## config.mk

```make
export PLATFORM = sky130hd
export DESIGN_NAME = lidar_packet_point_parser
export DESIGN_NICKNAME = d
export VERILOG_FILES = /design/src/design/lpp_pkg.sv /design/src/design/lpp_ctrl.sv /design/src/design/lpp_dp.sv /design/src/design/lidar_packet_point_parser.sv
export SDC_FILE = /design/constraint.sdc
export NUM_CORES = 2
export LEC_CHECK = 0
export BUFFER_PORTS_ARGS = -buffer_cell sky130_fd_sc_hd__clkbuf_2
export CAP_MARGIN = 20
export CORE_ASPECT_RATIO = 1.1
export CORE_UTILIZATION = 35
export DETAILED_ROUTE_END_ITERATION = 8
export PLACE_DENSITY = 0.53
export SYNTH_ARGS = -nofsm -noshare
export SYNTH_HDL_FRONTEND = slang
export SYNTH_SLANG_ARGS = --single-unit
```

## constraint.sdc

```tcl
create_clock -name clk -period 9.3 [get_ports clk]
set_clock_uncertainty 0.2 [all_clocks]
set_input_delay 1.395 -clock clk [delete_from_list [all_inputs] [get_ports clk]]
set_output_delay 1.395 -clock clk [all_outputs]
set_load 0.05 [all_outputs]
```

## src/design/lpp_pkg.sv

```systemverilog
// ----------------------------------------------------------------------------
// lpp_pkg
// Shared constants, command and status types of the packet point parser.
// ----------------------------------------------------------------------------
package lpp_pkg;

	localparam int POINTS_PER_PACKET = 32;
	localparam int PACKET_LENGTH     = 108;

	localparam int PT_AW  = (POINTS_PER_PACKET > 1) ? $clog2(POINTS_PER_PACKET) : 1;
	localparam int PT_CW  = $clog2(POINTS_PER_PACKET + 1);
	localparam int POS_W  = 8;

	localparam logic [POS_W:0]   END_FIELD  = (POS_W + 1)'(PACKET_LENGTH - 3);
	localparam logic [16:0]      ANGLE_WRAP = 17'd36000;
	localparam logic [7:0]       HDR_FIRST  = 8'hA5;
	localparam logic [7:0]       HDR_SECOND = 8'h5A;
	localparam logic [7:0]       LEN_BYTE   = 8'(PACKET_LENGTH);

	localparam logic [2:0] CFG_ANGLE_LOW  = 3'd0;
	localparam logic [2:0] CFG_ANGLE_HIGH = 3'd1;
	localparam logic [2:0] CFG_DIST_LOW   = 3'd2;
	localparam logic [2:0] CFG_DIST_HIGH  = 3'd3;

	typedef enum logic [3:0] {
		OP_NONE,
		OP_PER_H,
		OP_PER_L,
		OP_SA_H,
		OP_SA_L,
		OP_DIST_H,
		OP_DIST_L,
		OP_POINT,
		OP_EA_H,
		OP_EA_L,
		OP_CHECK
	} byte_op_t;

	typedef struct packed {
		logic             sum_begin;
		logic             sum_add;
		logic             sum_clear;
		byte_op_t         op;
		logic [PT_AW-1:0] addr;
		logic             rd;
		logic             emit;
		logic             last;
		logic             bad;
	} lpp_cmd_t;

	typedef struct packed {
		logic is_first;
		logic is_second;
		logic len_ok;
		logic sum_ok;
		logic out_free;
	} lpp_sts_t;

endpackage

```

## src/design/lpp_ctrl.sv

```systemverilog
// ----------------------------------------------------------------------------
// lpp_ctrl
// Packet framing state machine and point emission sequencer.
// ----------------------------------------------------------------------------
module lpp_ctrl (
	input  logic               clk,
	input  logic               arst_n,
	input  logic               in_valid,
	output logic               in_ready,
	input  lpp_pkg::lpp_sts_t  sts,
	output lpp_pkg::lpp_cmd_t  cmd
);

	typedef enum logic [3:0] {
		ST_HEAD1,
		ST_HEAD2,
		ST_LEN,
		ST_PER_H,
		ST_PER_L,
		ST_SA_H,
		ST_SA_L,
		ST_POINTS,
		ST_RESERVE,
		ST_EA_H,
		ST_EA_L,
		ST_CHECK,
		ST_EM_RD,
		ST_EM_OUT
	} state_t;

	state_t                         state_q;
	logic [lpp_pkg::POS_W-1:0]      pos_q;
	logic [1:0]                     sub_q;
	logic [lpp_pkg::PT_CW-1:0]      pts_q;
	logic [lpp_pkg::PT_AW-1:0]      idx_q;
	logic                           in_fire;
	logic [lpp_pkg::POS_W:0]        pos_next;
	logic                           pts_done;
	logic                           idx_last;

	assign in_ready = (state_q != ST_EM_RD) && (state_q != ST_EM_OUT) &&
		((state_q != ST_CHECK) || sts.out_free);
	assign in_fire  = in_valid && in_ready;
	assign pos_next = {1'b0, pos_q} + 1'b1;
	assign pts_done = ({1'b0, pts_q} + 1'b1) >= (lpp_pkg::PT_CW + 1)'(lpp_pkg::POINTS_PER_PACKET);
	assign idx_last = idx_q == lpp_pkg::PT_AW'(lpp_pkg::POINTS_PER_PACKET - 1);

	always_comb begin
		cmd           = '0;
		cmd.op        = lpp_pkg::OP_NONE;
		cmd.addr      = idx_q;
		cmd.last      = idx_last;
		case (state_q)
			ST_HEAD1: begin
				cmd.sum_begin = in_fire && sts.is_first;
			end
			ST_HEAD2: begin
				cmd.sum_add   = in_fire && sts.is_second;
				cmd.sum_begin = in_fire && !sts.is_second && sts.is_first;
			end
			ST_LEN: begin
				cmd.sum_add = in_fire;
			end
			ST_PER_H: begin
				cmd.sum_add = in_fire;
				cmd.op      = in_fire ? lpp_pkg::OP_PER_H : lpp_pkg::OP_NONE;
			end
			ST_PER_L: begin
				cmd.sum_add = in_fire;
				cmd.op      = in_fire ? lpp_pkg::OP_PER_L : lpp_pkg::OP_NONE;
			end
			ST_SA_H: begin
				cmd.sum_add = in_fire;
				cmd.op      = in_fire ? lpp_pkg::OP_SA_H : lpp_pkg::OP_NONE;
			end
			ST_SA_L: begin
				cmd.sum_add = in_fire;
				cmd.op      = in_fire ? lpp_pkg::OP_SA_L : lpp_pkg::OP_NONE;
			end
			ST_POINTS: begin
				cmd.sum_add = in_fire;
				cmd.addr    = pts_q[lpp_pkg::PT_AW-1:0];
				if (in_fire) begin
					case (sub_q)
						2'd0:    cmd.op = lpp_pkg::OP_DIST_H;
						2'd1:    cmd.op = lpp_pkg::OP_DIST_L;
						default: cmd.op = lpp_pkg::OP_POINT;
					endcase
				end
			end
			ST_RESERVE: begin
				cmd.sum_add = in_fire;
			end
			ST_EA_H: begin
				cmd.sum_add = in_fire;
				cmd.op      = in_fire ? lpp_pkg::OP_EA_H : lpp_pkg::OP_NONE;
			end
			ST_EA_L: begin
				cmd.sum_add = in_fire;
				cmd.op      = in_fire ? lpp_pkg::OP_EA_L : lpp_pkg::OP_NONE;
			end
			ST_CHECK: begin
				cmd.sum_clear = in_fire;
				cmd.op        = in_fire ? lpp_pkg::OP_CHECK : lpp_pkg::OP_NONE;
				cmd.bad       = in_fire && !sts.sum_ok;
			end
			ST_EM_RD: begin
				cmd.rd = 1'b1;
			end
			ST_EM_OUT: begin
				cmd.emit = sts.out_free;
			end
			default: begin
				cmd.op = lpp_pkg::OP_NONE;
			end
		endcase
	end

	always_ff @(posedge clk or negedge arst_n) begin
		if (!arst_n) begin
			state_q <= ST_HEAD1;
			pos_q   <= '0;
			sub_q   <= '0;
			pts_q   <= '0;
			idx_q   <= '0;
		end else begin
			case (state_q)
				ST_HEAD1: begin
					if (in_fire && sts.is_first) begin
						state_q <= ST_HEAD2;
						pos_q   <= lpp_pkg::POS_W'(1);
						pts_q   <= '0;
					end
				end
				ST_HEAD2: begin
					if (in_fire) begin
						if (sts.is_second) begin
							state_q <= ST_LEN;
							pos_q   <= lpp_pkg::POS_W'(2);
						end else if (sts.is_first) begin
							pos_q <= lpp_pkg::POS_W'(1);
							pts_q <= '0;
						end else begin
							state_q <= ST_HEAD1;
						end
					end
				end
				ST_LEN: begin
					if (in_fire) begin
						pos_q   <= pos_next[lpp_pkg::POS_W-1:0];
						state_q <= sts.len_ok ? ST_PER_H : ST_HEAD1;
					end
				end
				ST_PER_H: begin
					if (in_fire) begin
						pos_q   <= pos_next[lpp_pkg::POS_W-1:0];
						state_q <= ST_PER_L;
					end
				end
				ST_PER_L: begin
					if (in_fire) begin
						pos_q   <= pos_next[lpp_pkg::POS_W-1:0];
						state_q <= ST_SA_H;
					end
				end
				ST_SA_H: begin
					if (in_fire) begin
						pos_q   <= pos_next[lpp_pkg::POS_W-1:0];
						state_q <= ST_SA_L;
					end
				end
				ST_SA_L: begin
					if (in_fire) begin
						pos_q   <= pos_next[lpp_pkg::POS_W-1:0];
						pts_q   <= '0;
						sub_q   <= '0;
						state_q <= ST_POINTS;
					end
				end
				ST_POINTS: begin
					if (in_fire) begin
						pos_q <= pos_next[lpp_pkg::POS_W-1:0];
						case (sub_q)
							2'd0:    sub_q <= 2'd1;
							2'd1:    sub_q <= 2'd2;
							default: begin
								sub_q <= 2'd0;
								pts_q <= pts_q + 1'b1;
								if (pts_done) begin
									state_q <= (pos_next >= lpp_pkg::END_FIELD) ?
										ST_EA_H : ST_RESERVE;
								end
							end
						endcase
					end
				end
				ST_RESERVE: begin
					if (in_fire) begin
						pos_q <= pos_next[lpp_pkg::POS_W-1:0];
						if (pos_next >= lpp_pkg::END_FIELD) begin
							state_q <= ST_EA_H;
						end
					end
				end
				ST_EA_H: begin
					if (in_fire) begin
						pos_q   <= pos_next[lpp_pkg::POS_W-1:0];
						state_q <= ST_EA_L;
					end
				end
				ST_EA_L: begin
					if (in_fire) begin
						pos_q   <= pos_next[lpp_pkg::POS_W-1:0];
						state_q <= ST_CHECK;
					end
				end
				ST_CHECK: begin
					if (in_fire) begin
						pos_q   <= '0;
						idx_q   <= '0;
						state_q <= sts.sum_ok ? ST_EM_RD : ST_HEAD1;
					end
				end
				ST_EM_RD: begin
					state_q <= ST_EM_OUT;
				end
				ST_EM_OUT: begin
					if (sts.out_free) begin
						if (idx_last) begin
							state_q <= ST_HEAD1;
						end else begin
							idx_q   <= idx_q + 1'b1;
							state_q <= ST_EM_RD;
						end
					end
				end
				default: begin
					state_q <= ST_HEAD1;
				end
			endcase
		end
	end

endmodule

```

## src/design/lpp_dp.sv

```systemverilog
// ----------------------------------------------------------------------------
// lpp_dp
// Field capture, checksum, point store, angle interpolation, range windows
// and the result register.
// ----------------------------------------------------------------------------
module lpp_dp (
	input  logic               clk,
	input  logic               arst_n,
	input  logic [7:0]         rx_byte,
	input  logic               cfg_valid,
	input  logic [2:0]         cfg_index,
	input  logic [15:0]        cfg_data,
	input  lpp_pkg::lpp_cmd_t  cmd,
	output lpp_pkg::lpp_sts_t  sts,
	output logic               out_valid,
	input  logic               out_ready,
	output logic [4:0]         point_index,
	output logic [15:0]        point_angle,
	output logic [15:0]        point_distance,
	output logic [7:0]         point_intensity,
	output logic               in_range,
	output logic [15:0]        rotation_period,
	output logic               checksum_bad,
	output logic               last
);

	localparam int PROD_W = lpp_pkg::PT_AW + 16;

	logic [15:0] angle_low_q, angle_high_q, dist_low_q, dist_high_q;
	logic [7:0]  sum_q;
	logic [15:0] period_q;
	logic [7:0]  sa_hi_q, ea_hi_q;
	logic [15:0] sa_q, ea_q, span_q;
	logic [15:0] part_dist_q;
	logic [23:0] store_q [lpp_pkg::POINTS_PER_PACKET];
	logic [23:0] rd_s1;
	logic [PROD_W-1:0] prod_s1;
	logic [lpp_pkg::PT_AW-1:0] idx_s1;
	logic        out_valid_q;

	logic [16:0] sa_full, ea_full, span_up, span_dn;
	logic [16:0] ang_sum, ang_red;
	logic [15:0] ang;
	logic [15:0] rd_dist;
	logic        ok;

	assign sts.is_first  = rx_byte == lpp_pkg::HDR_FIRST;
	assign sts.is_second = rx_byte == lpp_pkg::HDR_SECOND;
	assign sts.len_ok    = rx_byte == lpp_pkg::LEN_BYTE;
	assign sts.sum_ok    = rx_byte == sum_q;
	assign sts.out_free  = !out_valid_q || out_ready;

	// modulo 36000 of a 16-bit angle needs one subtract at most
	assign sa_full = {1'b0, sa_hi_q, rx_byte};
	assign ea_full = {1'b0, ea_hi_q, rx_byte};
	assign span_up = {1'b0, ea_q} - {1'b0, sa_q};
	assign span_dn = {1'b0, ea_q} + lpp_pkg::ANGLE_WRAP - {1'b0, sa_q};

	assign ang_sum = {1'b0, sa_q} + 17'(prod_s1 / lpp_pkg::POINTS_PER_PACKET);
	assign ang_red = (ang_sum >= lpp_pkg::ANGLE_WRAP) ? ang_sum - lpp_pkg::ANGLE_WRAP : ang_sum;
	assign ang     = ang_red[15:0];
	assign rd_dist = rd_s1[23:8];
	assign ok      = (ang >= angle_low_q) && (ang <= angle_high_q) &&
		(rd_dist >= dist_low_q) && (rd_dist <= dist_high_q);

	always_ff @(posedge clk or negedge arst_n) begin
		if (!arst_n) begin
			angle_low_q  <= 16'd0;
			angle_high_q <= 16'd36000;
			dist_low_q   <= 16'd0;
			dist_high_q  <= 16'd20000;
		end else if (cfg_valid) begin
			case (cfg_index)
				lpp_pkg::CFG_ANGLE_LOW:  angle_low_q  <= cfg_data;
				lpp_pkg::CFG_ANGLE_HIGH: angle_high_q <= cfg_data;
				lpp_pkg::CFG_DIST_LOW:   dist_low_q   <= cfg_data;
				lpp_pkg::CFG_DIST_HIGH:  dist_high_q  <= cfg_data;
				default:                 angle_low_q  <= angle_low_q;
			endcase
		end
	end

	always_ff @(posedge clk or negedge arst_n) begin
		if (!arst_n) begin
			sum_q       <= '0;
			period_q    <= '0;
			sa_hi_q     <= '0;
			ea_hi_q     <= '0;
			sa_q        <= '0;
			ea_q        <= '0;
			span_q      <= '0;
			part_dist_q <= '0;
		end else begin
			if (cmd.sum_begin) begin
				sum_q <= lpp_pkg::HDR_FIRST;
			end else if (cmd.sum_clear) begin
				sum_q <= '0;
			end else if (cmd.sum_add) begin
				sum_q <= sum_q + rx_byte;
			end
			case (cmd.op)
				lpp_pkg::OP_PER_H:  period_q <= {rx_byte, 8'd0};
				lpp_pkg::OP_PER_L:  period_q <= {period_q[15:8], rx_byte};
				lpp_pkg::OP_SA_H:   sa_hi_q <= rx_byte;
				lpp_pkg::OP_SA_L:   sa_q <= (sa_full >= lpp_pkg::ANGLE_WRAP) ?
					16'(sa_full - lpp_pkg::ANGLE_WRAP) : sa_full[15:0];
				lpp_pkg::OP_DIST_H: part_dist_q <= {rx_byte, 8'd0};
				lpp_pkg::OP_DIST_L: part_dist_q <= {part_dist_q[15:8], rx_byte};
				lpp_pkg::OP_EA_H:   ea_hi_q <= rx_byte;
				lpp_pkg::OP_EA_L:   ea_q <= (ea_full >= lpp_pkg::ANGLE_WRAP) ?
					16'(ea_full - lpp_pkg::ANGLE_WRAP) : ea_full[15:0];
				lpp_pkg::OP_CHECK:  span_q <= (ea_q >= sa_q) ? span_up[15:0] : span_dn[15:0];
				default:            span_q <= span_q;
			endcase
		end
	end

	// point store
	always_ff @(posedge clk) begin
		if (cmd.op == lpp_pkg::OP_POINT) begin
			store_q[cmd.addr] <= {part_dist_q, rx_byte};
		end
		if (cmd.rd) begin
			rd_s1   <= store_q[cmd.addr];
			prod_s1 <= PROD_W'(cmd.addr) * PROD_W'(span_q);
			idx_s1  <= cmd.addr;
		end
	end

	always_ff @(posedge clk or negedge arst_n) begin
		if (!arst_n) begin
			out_valid_q <= 1'b0;
		end else if (cmd.emit || cmd.bad) begin
			out_valid_q <= 1'b1;
		end else if (out_ready) begin
			out_valid_q <= 1'b0;
		end
	end

	always_ff @(posedge clk) begin
		if (cmd.emit) begin
			point_index     <= 5'(idx_s1);
			point_angle     <= ang;
			point_distance  <= rd_dist;
			point_intensity <= ok ? rd_s1[7:0] : 8'd0;
			in_range        <= ok;
			rotation_period <= period_q;
			checksum_bad    <= 1'b0;
			last            <= cmd.last;
		end else if (cmd.bad) begin
			point_index     <= '0;
			point_angle     <= '0;
			point_distance  <= '0;
			point_intensity <= '0;
			in_range        <= 1'b0;
			rotation_period <= '0;
			checksum_bad    <= 1'b1;
			last            <= 1'b1;
		end
	end

	assign out_valid = out_valid_q;

endmodule

```

## src/design/lidar_packet_point_parser.sv

```systemverilog
// ----------------------------------------------------------------------------
// lidar_packet_point_parser
// Byte-wise rangefinder packet parser with additive checksum; emits the
// interpolated, window-checked points of each good packet.
//
//   channel   handshake              payload
//   input     in_valid / in_ready    rx_byte
//   config    cfg_valid / cfg_ready  cfg_index, cfg_data
//   output    out_valid / out_ready  point_index .. last
//
// one cycle per byte while parsing; after a good checksum byte the input
// stalls while 32 points go out, each by a store read plus multiply, then
// interpolate and window check, waiting while out_ready holds a result.
// a bad checksum gives one flagged result from the checksum byte itself.
// the checksum byte waits while the result register is still full.
// reset returns to header hunt with the default windows; the point store
// is not cleared.
// ----------------------------------------------------------------------------
module lidar_packet_point_parser (
	input  logic        clk,
	input  logic        arst_n,
	input  logic        in_valid,
	output logic        in_ready,
	input  logic [7:0]  rx_byte,
	input  logic        cfg_valid,
	output logic        cfg_ready,
	input  logic [2:0]  cfg_index,
	input  logic [15:0] cfg_data,
	output logic        out_valid,
	input  logic        out_ready,
	output logic [4:0]  point_index,
	output logic [15:0] point_angle,
	output logic [15:0] point_distance,
	output logic [7:0]  point_intensity,
	output logic        in_range,
	output logic [15:0] rotation_period,
	output logic        checksum_bad,
	output logic        last
);

	lpp_pkg::lpp_cmd_t cmd;
	lpp_pkg::lpp_sts_t sts;

	assign cfg_ready = 1'b1;

	lpp_ctrl u_ctrl (
		.clk      (clk),
		.arst_n   (arst_n),
		.in_valid (in_valid),
		.in_ready (in_ready),
		.sts      (sts),
		.cmd      (cmd)
	);

	lpp_dp u_dp (
		.clk             (clk),
		.arst_n          (arst_n),
		.rx_byte         (rx_byte),
		.cfg_valid       (cfg_valid),
		.cfg_index       (cfg_index),
		.cfg_data        (cfg_data),
		.cmd             (cmd),
		.sts             (sts),
		.out_valid       (out_valid),
		.out_ready       (out_ready),
		.point_index     (point_index),
		.point_angle     (point_angle),
		.point_distance  (point_distance),
		.point_intensity (point_intensity),
		.in_range        (in_range),
		.rotation_period (rotation_period),
		.checksum_bad    (checksum_bad),
		.last            (last)
	);

	// no input transfer while points are being sent
	assert property (@(posedge clk) disable iff (!arst_n)
		(cmd.emit || cmd.rd) |-> !in_ready)
		else $error("input taken during point emission");

	// a packet rejected by its checksum gives a single zeroed last result
	assert property (@(posedge clk) disable iff (!arst_n)
		(out_valid && checksum_bad) |-> (last && !in_range && point_intensity == 8'd0))
		else $error("bad checksum result malformed");

	// the last point of a good packet is the final index
	assert property (@(posedge clk) disable iff (!arst_n)
		(out_valid && last && !checksum_bad) |->
		(point_index == 5'(lpp_pkg::POINTS_PER_PACKET - 1)))
		else $error("last flag on wrong point");

	// a new result is loaded only when the result register is free
	assert property (@(posedge clk) disable iff (!arst_n)
		(cmd.emit || cmd.bad) |-> (!out_valid || out_ready))
		else $error("result register overwritten");

endmodule
```

Yosys cells after proc, flatten, opt, wreduce, memory -nomap -nowiden
Memory sizes are Yosys's and may differ from the RTL's. A register that Yosys moved wholly into a read port is not among the register bits.
Cells that the tools add are included.
Word-level totals
  register bits: 284
  memory bits (writable): 768
  bits of input ports: 32
  output and inout bits: 67
  memories kept: 1
Cells by class
  add/subtract/negate cells: 12
  multiply operators: 1
  order comparisons: 10
  eq/ne operators: 57
  muxes and demuxes: 89
  bitwise logic cells: 2
  reductions and logical operators: 42
Memory list
  u_dp.store_q: depth 32, bits a word 24, read ports 1, clocked after Yosys merged registers in 1, write ports 1, line lpp_dp.sv:35  | logic [23:0] store_q [lpp_pkg::POINTS_PER_PACKET];
Operator list (count)
  16-bit two-way mux: 8
  8-bit two-way mux: 12
  4-bit two-way mux: 23
  16-bit one-hot mux with 2 select lines: 2
  4-bit one-hot mux with 14 select lines: 1
  16-bit >= comparator: 3
  16-bit subtractor (second input constant): 3
  6-bit two-way mux: 7
  4-bit equality test (second input constant): 9
  2-bit by 1-bit inequality test with 1-bit output (second input constant): 17
  4-bit by 3-bit equality test with 1-bit output (second input constant): 8
  16-bit >= comparator (second input constant): 2
  16-bit <= comparator: 2
  4-bit one-hot mux with 8 select lines: 1
  8-bit one-hot mux with 4 select lines: 1
  16-bit subtractor: 2
  5-bit two-way mux: 6
  6-bit one-hot mux with 4 select lines: 1
  5-bit by 16-bit multiplier with 21-bit output: 1
  16-bit by 16-bit adder with 17-bit output: 1
  17-bit by 16-bit >= comparator with 1-bit output (second input constant): 1
  17-bit AND reduction: 1
  16-bit adder (second input constant): 1
  4-bit by 2-bit equality test with 1-bit output (second input constant): 4
  42 further kinds: 96

Depth between registers and ports, before layout
  depth after elaboration: 10
  depth in mapped cells: 22

Hierarchy
Synthesis repeated with hierarchy kept, for this count alone.
Second synthesis, totals
  cell total of the unflattened synthesis: 3132
  area, all modules: 48134.9 um^2
By module, submodules not included
  lpp_dp: instances 1, cells each 2882, area an instance 46168.0 um^2
  lpp_ctrl: instances 1, cells each 248, area an instance 1955.6 um^2
  lidar_packet_point_parser: instances 1, cells each 2, area an instance 11.3 um^2

Worst setup path before layout
Ideal clock, no wire load.
  kind: input -> register
  start point: in out_ready
  end point: reg u_dp.in_range, enable pin
  arrival: 8.059 ns
  data required time: 8.527 ns
  path slack: 0.468 ns
  cell stages on the path: 6
  buffers on the path: 1
  cell sequence: nand2b_1 > clkbuf_1 > nor3_1 > o21ai_0 > nand3_1 > o21ai_0
Between the ends
  word-level cells in the longest chain between the ends: 7
  elaborated cells on any way between the ends: 8
  those cells by class: mux (2); reduce/logical (6)
Ends and longest elaborated chain
  start, declared: line lidar_packet_point_parser.sv:30  | input logic out_ready,
  1-bit logical OR: line lpp_dp.sv:51  | assign sts.out_free = !out_valid_q || out_ready;
  1-bit logical OR: line lpp_ctrl.sv:42  | ((state_q != ST_CHECK) || sts.out_free);
  1-bit logical AND: line lpp_ctrl.sv:41  | assign in_ready = (state_q != ST_EM_RD) && (state_q != ST_EM_OUT) &&
  named net in_ready: line lidar_packet_point_parser.sv:23  | output logic in_ready,
  1-bit logical AND: line lpp_ctrl.sv:43  | assign in_fire = in_valid && in_ready;
  1-bit logical AND: line lpp_ctrl.sv:105  | cmd.bad = in_fire && !sts.sum_ok;
  1-bit two-way mux: line lpp_ctrl.sv:53  | case (state_q)
  2-bit nonzero test (no line)
  end signal, assigned: line lpp_dp.sv:146  | in_range <= ok;
  end, declared: line lpp_dp.sv:21  | output logic in_range,
The timed path passes the listed nets, and every way through them passes these cells.
A chain may end at the register's enable or synchronous reset.

Worst setup path after layout
  start point: reg u_ctrl.state_q[1]
  end point: reg u_dp.prod_s1[19], data pin
Between the ends
  word-level cells in the longest chain between the ends: 3
Ends and longest elaborated chain
  start, declared: line lpp_ctrl.sv:31  | state_t state_q;
  start signal, assigned: line lpp_ctrl.sv:151  | state_q <= sts.len_ok ? ST_PER_H : ST_HEAD1;
  start signal, assigned: line lpp_ctrl.sv:190  | state_q <= (pos_next >= lpp_pkg::END_FIELD) ?
  start signal, assigned: line lpp_ctrl.sv:221  | state_q <= sts.sum_ok ? ST_EM_RD : ST_HEAD1;
  4-bit by 3-bit equality test with 1-bit output: line lpp_ctrl.sv:53
  5-bit two-way mux: line lpp_ctrl.sv:53
  5-bit by 16-bit multiplier with 21-bit output: line lpp_dp.sv:125  | prod_s1 <= PROD_W'(cmd.addr) * PROD_W'(span_q);
  end signal, assigned: line lpp_dp.sv:125
  end, declared: line lpp_dp.sv:37  | logic [PROD_W-1:0] prod_s1;
No other way between the ends.

==> results.json <==
{
  "rows": 141,
  "cts_max_path_buffers": 3,
  "worstReg2RegStart": "u_ctrl.state_q[1]$_DFFE_PN0P_",
  "synth_top_area_frac": 0.549,
  "final-seq-area_sq_um": 31200,
  "power.switching_mw": 2.34,
  "async_reset_ff_frac": 0.181,
  "die_w_microns": 355,
  "routed_wl_microns": 129000,
  "syn2layout_area_growth_pct": 14.4,
  "fmax_ghz": 0.155,
  "htreeDepth": 3,
  "io_buffers": 97,
  "r2r_cells": 17,
  "vias": 27400,
  "syn-num-nets": 3382,
  "drv_slew": 0,
  "cts_tree": "yes",
  "leakage_nw": 19.8,
  "drc_errors": 0,
  "drtPass1Iterations": 5,
  "coreArea_sq_um": 135000,
  "slew_headroom": 0.309,
  "grt_pass1_wl_microns": 189000,
  "hp-start": "u_dp.period_q[5]$_DFFE_PN0P_",
  "clkLatencyLatePin_ns": 0.75,
  "post_cts_resize_count": 0,
  "cts-root-buf": "clkbuf_16",
  "worst_ir_drop_vdd_mv": 0.144,
  "max_slew.worst_pin.slew_ns": 1.04,
  "cp-start-kind": "flop",
  "ys_top_cells_by_area": "edfxtp_1, dfrtp_1, mux4_2",
  "synth_cell_types": 91,
  "dp_hpwl_microns": 75400,
  "end_kind": "flop",
  "pwr-share-clk": 0.430,
  "viasPerCell": 5.29,
  "dieArea_sq_um": 138000,
  "drt_iter0_markers": 2408,
  "yosys_warnings": 0,
  "clk_pin_slew_ns": 0.06,
  "syn-cell-area_sq_um": 47900,
  "ctsHoldBuffers": 0,
  "required_ns": 9.56,
  "syn_inst": 3139,
  "crit_start": "u_ctrl.state_q[1]$_DFFE_PN0P_",
  "fin_util": 0.406,
  "die_y_microns": 390,
  "numCtsBuffers": 109,
  "rsz0062_at_grt": "false",
  "period_needed_ns": 6.44,
  "crit_type": "reg2reg",
  "cts_num_sinks": 1071,
  "synth-main-ff-cell": "edfxtp_1",
  "maxCapViolCount": 0,
  "synth_edf_count": 876,
  "finalSetupTns_ns": 0,
  "synth-seq-area-share": 0.651,
  "swShare": 0.224,
  "power.internal_mw": 8.11,
  "dpl_worst_slack_ns": 2.87,
  "yosysTopAreaCell": "edfxtp_1",
  "gr-usage-all-layers": 0.187,
  "drive_gt1_frac": 0.197,
  "multi_input_area_sq_um": 15800,
  "status": "finished, final reports clean",
  "start_util": 0.355,
  "worst_slack_ns": 2.86,
  "ant_nets": 0,
  "grt_max_degree": 114,
  "p_comb_frac": 0.055,
  "fin_nets": 3540,
  "grt_pass1_vias": 27600,
  "power_density_nw_per_um2": 191,
  "grt_overflow": 0,
  "synth-seq-cells": 1071,
  "holdWs_ns": 0.292,
  "io_pins": 99,
  "wl_per_cell_microns": 24.8,
  "grt_antenna_before_repair": 4,
  "cts_setup_buffers": 0,
  "arrival_ns": 6.70,
  "fillers": 12400,
  "synth.avg_cell_area_sq_um": 15.3,
  "place.gp.congestion": 0.813,
  "cp_max_fo": 25,
  "hold_path_depth": 1,
  "setup_violations": 0,
  "seqPwrFrac": 0.515,
  "hold_path_class": "reg2reg",
  "timing.final.hold_violations": 0,
  "period_share": 0.692
}
## synthesized netlist by cell type (8+ instances only)
cell type,n
a211oi_1,14
a21o_1,36
a21oi_1,94
a22o_1,12
a22oi_1,100
a31oi_1,12
and2_1,37
and3_1,51
buf_1,10
buf_2,17
clkbuf_1,99
dfrtp_1,184
dfstp_2,10
edfxtp_1,876
fa_1,55
ha_1,156
inv_1,189
mux2_2,49
mux2i_1,8
mux4_2,192
nand2_1,220
nand2b_1,21
nand3_1,36
nand4_1,45
nor2_1,154
nor2b_1,15
nor3_1,63
nor4_1,9
o211ai_1,9
o21a_1,13
o21ai_0,150
o21bai_1,8
xnor2_1,51
xor2_1,23
## per-layer routing
layer  vias up  part of all wire  global-route usage
li1      12400                 -                   -
met1     14200              0.44               0.250
met2       669              0.50               0.318
met3       148             0.048              0.0259
met4         2             0.019              0.0478
met5         -          0.000070                   0
## worst paths after layout
| path | to | slack, ns |
|---|---|---|
| setup reg to reg | u_dp.prod_s1[19]$_DFFE_PP_ | 2.86 |
| hold reg to reg | u_dp.period_q[5]$_DFFE_PN0P_ | 0.29 |
| min in group asynchronous | u_dp.dist_low_q[6]$_DFFE_PN0P_ | 0.46 |
| max in group asynchronous | u_dp.period_q[1]$_DFFE_PN0P_ | 7.00 |
| setup / recovery | u_dp.prod_s1[19]$_DFFE_PP_ | 2.86 |
| hold / removal | u_dp.period_q[5]$_DFFE_PN0P_ | 0.29 |
## power by group through the flow
stage	logic, mW	clock network, mW	registers [mW]
after global routing	0.655	4.75	5.40
after CTS	0.580	4.59	5.38
after detailed placement	0.577	0	5.48
after floorplan	0.408	0	5.44
final	0.572	4.49	5.38
after global placement	0.570	0	5.48
## area by class of cell
cell class | count | share of cell area
sequential | 1071 | 0.569
multi-input combinational | 1750 | 0.289
clock buffer | 159 | 0.0567
tap | 1787 | 0.0408
timing repair buffer | 174 | 0.0199
inverter | 191 | 0.0132
clock inverter | 48 | 0.0109
antenna | 3 | 0.000137
## critical path, cell delays in order, from the launching register on
cell and delay (ns):
dfrtp_1 0.57, nand4b_1 0.20, buf_4 0.25, mux2i_4 0.43
clkinv_1 0.69, nand2_1 0.30, fa_1 0.47, fa_1 0.52
fa_1 0.55, inv_1 0.04, ha_1 0.29, o21a_1 0.13
a21oi_1 0.15, a211oi_1 0.47, nor2_1 0.20, o311ai_1 0.43
a21oi_1 0.15, xnor2_1 0.14
## sequential cells by signal, indices dropped and copies added, names as in the netlist, 6 cells and up
signal and count:
u_dp.point_intensity 8, u_dp.rd_s1 24, u_dp.span_q 16, u_dp.sum_q 8, u_ctrl.pts_q 6, u_dp.period_q 16, u_dp.dist_high_q 16, u_dp.ea_q 16
u_dp.point_angle 16, u_dp.prod_s1 16, u_ctrl.pos_q 8, u_dp.rotation_period 16, u_dp.angle_low_q 16, u_dp.store_q 768, u_dp.part_dist_q 16, u_dp.sa_q 16
u_dp.sa_hi_q 8, u_dp.dist_low_q 16, u_dp.angle_high_q 16, u_dp.ea_hi_q 8, u_dp.point_distance 16
## cells in the final DEF, fill, tap and decap left out, drive strengths merged, types with 15 or more instances in the layout
master	Yosys	final
edfxtp	876	876
clkbuf	99	255
nand2	221	221
mux4	192	192
inv	189	191
dfrtp	184	184
ha	156	156
o21ai	155	155
nor2	154	154
a22oi	100	100
a21oi	94	94
buf	28	78
nor3	64	64
fa	55	55
xnor2	52	52
and3	51	51
mux2	49	49
nand4	46	46
and2	38	38
nand3	37	37
clkinv	2	37
a21o	36	36
xor2	23	23
nand2b	21	21
nor2b	15	15
a211oi	15	15
## metrics by stage
| step | cell area (sq um) | cells | total power [mW] |
|---|---|---|---|
| floorplan | 47900 | 3139 | 5.85 |
| finish | 54800 | 5183 | 10.4 |
| CTS | 54800 | 5178 | 10.5 |
| global placement | 51100 | 4971 | 6.05 |
| global route | 54800 | 5180 | 10.8 |
| detailed placement | 51100 | 4971 | 6.06 |
## kinds of logic (layout without fill, tap and decap cells)
| kind of cell | Yosys count | count (layout) | share of synthesized area |
|---|---|---|---|
| adder cells (fa/ha/maj) | 211 | 211 | 0.0638 |
| XOR/XNOR | 75 | 75 | 0.0141 |
| multiplexers | 252 | 252 | 0.105 |
| AO/OA/AOI/OAI | 512 | 512 | 0.0695 |
| flip-flops | 1071 | 1071 | 0.651 |
| AND/OR/NAND/NOR | 699 | 699 | 0.0710 |
| buffers and inverters | 318 | 572 | 0.0255 |
| other | 1 | 4 | 0.0000783 |
Power figures use the tool's default switching activity.
